--- config.mk ---
export PLATFORM = sky130hd
export DESIGN_NAME = tlth_ctrl
export DESIGN_NICKNAME = d
export VERILOG_FILES = /design/src/rtl/tlth_pkg.sv /design/src/rtl/tlth_ctrl.sv
export SDC_FILE = /design/constraint.sdc
export NUM_CORES = 1
export LEC_CHECK = 0
export ABC_AREA = 1
export CAP_MARGIN = 40
export CELL_PAD_IN_SITES_DETAIL_PLACEMENT = 0
export CELL_PAD_IN_SITES_GLOBAL_PLACEMENT = 2
export CORE_AREA = 3 3 40 42
export CTS_CLUSTER_DIAMETER = 30
export DETAILED_ROUTE_END_ITERATION = 8
export DIE_AREA = 0 0 43 45
export DONT_BUFFER_PORTS = 1
export PLACE_DENSITY = 0.37
export SLEW_MARGIN = 20
export SYNTH_ARGS = -nofsm -noshare
export SYNTH_HDL_FRONTEND = slang
export SYNTH_SLANG_ARGS = --single-unit
--- constraint.sdc ---
create_clock -name clk -period 1.2 [get_ports clk]
set_input_delay 0.24 -clock clk [delete_from_list [all_inputs] [get_ports clk]]
set_output_delay 0.24 -clock clk [all_outputs]
set_load 0.03 [all_outputs]
--- src/rtl/tlth_pkg.sv ---
// Shared types and constants for the ticket lock table with bounded hand-over.
// Holds operation codes, controller state, command and status structs and the entry layout.
// No dependencies.
package tlth_pkg;

  localparam int unsigned DEF_LOCK_COUNT  = 1024;
  localparam int unsigned DEF_GROUP_COUNT = 4;

  localparam int FUNC_W        = 2;
  localparam int LOCK_INDEX_W  = 10;
  localparam int GROUP_W       = 2;
  localparam int TICKET_W      = 32;
  localparam int COUNT_W       = 8;
  localparam int LIMIT_W       = 8;

  localparam logic [LIMIT_W-1:0] HANDOVER_LIMIT_RESET = 8'd8;
  localparam logic [COUNT_W-1:0] COUNT_MAX            = 8'hFF;

  typedef enum logic [FUNC_W-1:0] {
    FUNC_ACQUIRE = 2'd0,
    FUNC_POLL    = 2'd1,
    FUNC_CHECK   = 2'd2,
    FUNC_RELEASE = 2'd3
  } func_t;

  typedef enum logic [1:0] {
    ST_CLEAR,
    ST_IDLE,
    ST_EXEC
  } ctrl_state_t;

  typedef struct packed {
    logic clear_we;
    logic ready;
    logic capture;
    logic exec;
  } ctrl_cmd_t;

  typedef struct packed {
    logic clear_last;
    logic rsp_blocked;
  } ctrl_status_t;

  typedef struct packed {
    logic [TICKET_W-1:0] next_ticket;
    logic [TICKET_W-1:0] now_serving;
    logic [COUNT_W-1:0]  grant_run;
    logic                handover_state;
  } entry_t;

endpackage

--- src/rtl/tlth_ctrl.sv ---
// Controller state machine: clearing sweep, request accept and execute sequencing.
// Depends on tlth_pkg for state, command and status types.
module tlth_ctrl import tlth_pkg::*; (
  input  logic         clk,
  input  logic         rst,
  input  logic         req_valid,
  input  ctrl_status_t status,
  output ctrl_cmd_t    cmd
);

  ctrl_state_t state;
  ctrl_state_t state_next;

  always_ff @(posedge clk) begin
    if (rst) begin
      state <= ST_CLEAR;
    end else begin
      state <= state_next;
    end
  end

  always_comb begin
    state_next = state;
    case (state)
      ST_CLEAR: begin
        if (status.clear_last) begin
          state_next = ST_IDLE;
        end
      end
      ST_IDLE: begin
        if (req_valid) begin
          state_next = ST_EXEC;
        end
      end
      ST_EXEC: begin
        if (!status.rsp_blocked) begin
          state_next = ST_IDLE;
        end
      end
      default: begin
        state_next = ST_CLEAR;
      end
    endcase
  end

  always_comb begin
    cmd = '0;
    case (state)
      ST_CLEAR: begin
        cmd.clear_we = 1'b1;
      end
      ST_IDLE: begin
        cmd.ready   = 1'b1;
        cmd.capture = req_valid;
      end
      ST_EXEC: begin
        cmd.exec = !status.rsp_blocked;
      end
      default: begin
        cmd = '0;
      end
    endcase
  end

endmodule

After elaboration in Yosys (flattened, before gate mapping)
Index checks and enable logic that the tools add are counted.
Operators by class
  muxes and demuxes: 7
  eq/ne operators: 5
  reductions and logical operators: 3
Operator list (number)
  2-bit two-way mux: 4
  2-bit inequality test (second input constant): 3
  2-bit case mux with 3 select lines: 1
  3-bit AND reduction: 1
  2-bit by 1-bit == test with 1-bit output (second input constant): 1
  2-bit == test (second input constant): 1
  2-bit logical NOT: 1
  1-bit two-way mux: 2
  1-bit logical NOT: 1
Storage, ports and cells
  output and inout port bits: 4
  word-level logic and storage cells: 16
  register bits: 2

Logic depth before layout (Yosys ltp)
Gate-level depths: netlist of run 1.
  word-level depth: 3
  mapped depth: 4

Worst setup path after synthesis of run 1
OpenSTA, ideal clock, no wires.
  kind: register to output
  start: register state[1]
  end: output cmd[0] in the netlist's numbering
  cell stages (with the launch flop): 3
  data required time: 0.960 ns
  setup slack: -0.096 ns
  arrival: 1.056 ns
  buffers on the path: 0
  path through: dfxtp_1 inv_1 nor3_1
RTL lines
  from (decl): RTL line tlth_ctrl.sv:11  | ctrl_state_t state;
  from (signal assigned): RTL line tlth_ctrl.sv:18  | state <= state_next;
  to (decl): RTL line tlth_ctrl.sv:8  | output ctrl_cmd_t cmd

==> results of run 1 <==
## where the power goes
| part | internal, mW | leakage [nW] | switching (mW) | total, mW |
|---|---|---|---|---|
| clock | 0.110 | 0.0138 | 0.0385 | 0.149 |
| combinational | 0.0151 | 0.0636 | 0.0379 | 0.0531 |
| sequential | 0.0735 | 0.0172 | 0.00753 | 0.0810 |
| total | 0.199 | 0.0946 | 0.0839 | 0.283 |
## worst max-delay path, stage by stage, from the launching register on
cell     delay (ns)
dfxtp_2        0.34
inv_2          0.05
nor3_2         0.09
buf_4          0.17
## per-stage QoR
| stage | setup WS, ns | hold slack, ns | instances | instance area (um2) |
|---|---|---|---|---|
| floorplan | 0.1117 | 0.3091 | 20 | 122.6 |
| global placement | 0.1671 | 0.3097 | 36 | 148.9 |
| detailed placement | 0.1629 | 0.3122 | 36 | 148.9 |
| CTS | 0.01627 | 0.06348 | 39 | 173.9 |
| global route | 0.007221 | 0.06261 | 39 | 173.9 |
| finish | 0.07788 | 0.07408 | 39 | 173.9 |
## cells by family after synthesis
logic type,count (synthesis),share of synthesized area (%)
AND/OR/NAND/NOR,9,31.91
buffers and inverters,7,25.53
flip-flops,2,34.04
AO/OA/AOI/OAI,2,8.502
## cell usage in the layout (no fill, tap or decap), drive strengths merged
cell    synthesis  layout
clkbuf          0       3
dfxtp           2       2
nor2            2       2
a21oi           1       1
inv             6       6
nor3            1       1
nand2           4       4
o21ai           1       1
buf             1       2
nand3           2       2
## repair_timing
action | 4_1_cts | 5_1_grt
gates cloned | 0 | 0
resized for setup | 3 | 1
hold buffers | 0 | 0
pin swaps | 0 | 1
setup endpoints to repair | 2 | 3
## Yosys cell counts
master	n	share of area, %
a21oi_1	1	4.3
nor2_1	2	6.4
buf_4	1	6.4
inv_1	6	19
o21ai_0	1	4.3
dfxtp_1	2	34
nand3_1	2	8.5
nand2_1	4	13
nor3_1	1	4.3
## how the worst max path moves through the flow
stage | start | endpoint | slack (ns)
final | state[1] | cmd[0] | 0.08
after global routing | state[1] | cmd[0] | 0.007
after CTS | state[1] | cmd[1] | 0.02
after detailed placement | state[0] | cmd[1] | 0.16
after global placement | state[0] | cmd[1] | 0.17
after floorplan | state[0] | state[0] | 0.11
## area by class of cell
cell class	count	area (um2)
Tap cell	15	18.77
Multi-Input combinational cell	11	52.55
Clock buffer	3	22.52
Timing Repair Buffer	2	15.01
Inverter	6	22.52
Fill cell	152	1111
Sequential cell	2	42.54
## layer usage
layer,share of wire (%),vias up
met4,4.5,0
li1,-,66
met5,0,-
met2,42,8
met1,41,53
met3,12,2
==> results.json, run 1 <==
{
  "ys_ff_latch": 2,
  "via_count": 129,
  "leakagePower_nw": 0.09461,
  "crit_path_start_kind": "flop",
  "run_status": "finished clean",
  "arrival_ns": 0.88,
  "power_density_nw_per_um2": 1626,
  "clock_sinks": 2,
  "cts-root-buf": "clkbuf_4",
  "largest_reg_flops": 2,
  "finalCritPeriodShare_pct": 93.51,
  "cts_buffers": 3,
  "cts_setup_buffers": 0,
  "max_clock_freq_mhz": 891.2,
  "row_count": 13,
  "hp-start": "rst",
  "reg_top3": "state: 2 flops",
  "seq_area_frac_synth_pct": 34.04,
  "antenna_cells": 0,
  "synth.avg_cell_area_um2": 5.881,
  "clkTransAtPathRegs_ns": 0.03,
  "area_delta_synth_final_pct": 47.87,
  "ir_worst_vdd_mv": 0.2182,
  "synthesis.area_um2": 117.6,
  "yosysUniqueCellTypes": 9,
  "grt_pass1_vias": 147,
  "r2r-start": "state[0]",
  "globalRouteMet1Util_pct": 4.556,
  "synthCells": 20,
  "nNetsFinal": 31,
  "cts_tree": "built",
  "drtAntennaViolNets": 0,
  "grt_pass1_wl_um": 558,
  "hp-class": "primary input to flop",
  "final_max_slew_viol_count": 0,
  "avgRoutedWirePerCell_um": 8.487,
  "portBuffers": 0,
  "setup_viol": 0,
  "grt_use_total_pct": 4.738,
  "drt-pass1-iter-count": 3,
  "grt_overflow_total": 0,
  "crit_type": "flop to output pin",
  "min_period_ns": 1.122,
  "maxCapViolations": 0,
  "r2r_slack_ns": 0.47,
  "drt_iter0_markers": 3,
  "grt_setup_unrepaired": "no",
  "drive_above_1_share_pct": 41.67,
  "worstHoldPathCells": 1,
  "grt_util_met2_pct": 4.790,
  "initial_core_util_pct": 9.153,
  "maxSlewHeadroom_pct": 82.80,
  "grt_busiest_layer": "met4",
  "vias_per_cell": 3.308,
  "finish.utilization_pct": 13.53,
  "core_um2": 1285,
  "io_pins": 9,
  "fp.dieH_um": 45,
  "clkLatencyLatePin_ns": 0.22,
  "gr-usage-met3_pct": 2.789,
  "die_area_um2": 1935,
  "fin_tns_setup_ns": 0,
  "rr_worst_depth": 4,
  "die_x_um": 43,
  "clock_skew_ns": 0.0006654,
  "yosysWarnings": 0,
  "drc": 0,
  "hold_path_end": "state[1]",
  "wl_um": 331,
  "grt_max_degree": 7,
  "worst_slew_pin_slew_ns": 0.2577,
  "antenna_found_initial": 0,
  "finalPower_uw": 282.8,
  "ctsLongestPathBuffers": 2,
  "end_kind": "output pin",
  "cp.required_ns": 0.96,
  "synth_nets": 25,
  "r2r-end": "state[0]",
  "path_max_fanout": 4,
  "htree_levels": 1,
  "hold_viol_final": 0,
  "largest_register": "state",
  "place_congestion": 0.5806
}
Power figures use the tool's default switching activity.
==> run 2, diff against run 1 <==
Settings changed: ABC_AREA 1 to default, PLACE_DENSITY 0.37 to 0.35.
==> run 2 against run 1 <==
First-iteration DRC count stayed put. Sequential power is 0.7% lower. Cell count is 10% lower. Critical path depth is 1 lower. Register-to-register slack worse by 0.18 ns. Combinational power is 2% higher. Core utilization is 1.2 points higher. Total power is 0.38% lower. Clock power hardly changed. Sequential cell count stayed put. Area after synthesis is 2.1% higher. Largest power group unchanged.
==> results.json, run 2 <==
{
  "clock_skew_ns": 0.004007,
  "whs_ns": 0.08050,
  "rr_worst_depth": 2,
  "place_congestion": 0.5713,
  "grt_use_total_pct": 5.237,
  "antenna_cells": 0,
  "r2r-start": "state[0]",
  "cts_buffers": 3,
  "via_count": 123,
  "finalPower_uw": 281.8,
  "clock_sinks": 2,
  "maxCapViolations": 0,
  "yosysWarnings": 0,
  "drtAntennaViolNets": 0,
  "largest_reg_flops": 2,
  "clkTransAtPathRegs_ns": 0.03,
  "htree_levels": 1,
  "max_clock_freq_mhz": 852.9,
  "cts_setup_buffers": 0,
  "r2r-end": "state[0]",
  "drive_above_1_share_pct": 50.00,
  "synth.avg_cell_area_um2": 8.008,
  "hp-start": "rst",
  "grt_max_degree": 9,
  "grt_pass1_wl_um": 662,
  "synth_most_common_cell": "nor2b_1",
  "hold_path_end": "state[1]",
  "crit_path_start_kind": "flop",
  "hold_viol_final": 0,
  "synth-edff-count": 0,
  "reg_top3": "state: 2 flops",
  "drt_iter0_markers": 3,
  "async_flop_share_pct": 0,
  "io_pins": 9,
  "worstHoldPathCells": 1,
  "row_count": 13,
  "synthesis.area_um2": 120.1,
  "wl_um": 355,
  "finalNonFillerCells": 35,
  "grt_pass1_vias": 148,
  "place_area_um2": 158.9,
  "leakagePower_nw": 0.08118,
  "clkLatencyLatePin_ns": 0.22,
  "power_density_nw_per_um2": 1491,
  "area_delta_synth_final_pct": 57.29,
  "worst_slew_pin_slew_ns": 0.1669,
  "synthCells": 15,
  "drc": 0,
  "cts-root-buf": "clkbuf_4",
  "antenna_found_initial": 0,
  "crit_type": "flop to output pin",
  "cp.required_ns": 0.96,
  "layout_common_cells": "nor2b_1 (3), clkbuf_4 (3), buf_4 (3)",
  "end_kind": "output pin",
  "finish.utilization_pct": 14.70,
  "yosysUniqueCellTypes": 10,
  "grt_overflow_total": 0,
  "die_x_um": 43,
  "hp-class": "primary input to flop",
  "vias_per_cell": 3.514,
  "synth_top_area_share_pct": 33.33,
  "run_status": "finished clean",
  "portBuffers": 0,
  "ir_worst_vdd_mv": 0.3304,
  "layout_setup_ws_ns": 0.02755,
  "fill_cells": 145,
  "min_period_ns": 1.172,
  "ys_ff_latch": 2,
  "avgRoutedWirePerCell_um": 10.14,
  "fp.dieH_um": 45,
  "postLayoutCellArea_um2": 188.9,
  "ctsLongestPathBuffers": 2,
  "synth_common_cells": "nor2b_1 (3), dfxtp_1 (2), inv_1 (2), nand3b_1 (2)",
  "path_max_fanout": 7,
  "maxSlewHeadroom_pct": 88.75,
  "synth_nets": 20,
  "seq_area_frac_synth_pct": 33.33,
  "fin_tns_setup_ns": 0,
  "core_um2": 1285,
  "die_area_um2": 1935,
  "r2r_slack_ns": 0.29,
  "arrival_ns": 0.93,
  "drt-pass1-iter-count": 2,
  "dp_slack_ns": 0.1535,
  "final_max_slew_viol_count": 0,
  "nNetsFinal": 27,
  "synth_ff_type": "dfxtp_1",
  "hold_buffers": 0,
  "setup_viol": 0,
  "finalCritPeriodShare_pct": 97.70,
  "synth_top_area_cell": "dfxtp_1",
  "dp_cells": 32,
  "yosys-top-cells-area": "dfxtp_1 (33%), nor2b_1 (16%), nand3b_1 (13%)",
  "grt_setup_unrepaired": "yes",
  "cts_tree": "built",
  "initial_core_util_pct": 9.348,
  "largest_register": "state"
}
-- run 2: routing by layer --
layer / GRT usage [%] / vias up / wire, um
met5: 0 / - / 0
met4: 5.422 / 0 / 0
met3: 5.179 / 0 / 34
met2: 6.587 / 6 / 153
met1: 4.556 / 56 / 166
li1: - / 61 / -
-- run 2: kinds of logic (layout without fill, tap and decap cells) --
kind of cell    count (synthesis)  after routing  synth area share (%)
simple gates                    7              7                 37.50
compound gates                  3              3                 16.66
buf+inv                         3              8                 12.50
flops                           2              2                 33.33
-- run 2: layout make-up --
cell class	instances	area, um2	share of cell area [%]
Clock buffer	3	22.52	11.92
Inverter	2	7.507	3.974
Sequential cell	2	47.55	25.17
Multi-Input combinational cell	10	70.07	37.09
Timing Repair Buffer	3	22.52	11.92
Tap cell	15	18.77	9.934
-- run 2: repair_timing --
action | in CTS | in global routing
pin swaps | 0 | 1
setup endpoints to repair | 3 | 3
resized for setup | 3 | 2
-- run 2: worst max-delay path: stages (launching register included) --
cell	delay, ns
dfxtp_4	0.35
nand3b_1	0.20
inv_2	0.16
-- run 2: how the worst max path moves through the flow --
stage | to | from | slack (ns) | cells past startpoint
floorplan | cmd[0] | state[1] | 0.12 | 1
global placement | cmd[1] | state[0] | 0.18 | 2
detailed placement | cmd[1] | state[0] | 0.15 | 2
CTS | cmd[2] | state[0] | 0.02 | 2
global route | cmd[0] | state[1] | -0.03 | 2
finish | cmd[1] | state[1] | 0.03 | 2
-- run 2: power breakdown --
part,internal [mW],total [mW],switching (mW),leakage [nW]
combinational,0.0219,0.0539,0.0320,0.0496
sequential,0.0714,0.0804,0.00895,0.0178
clock,0.110,0.147,0.0372,0.0138
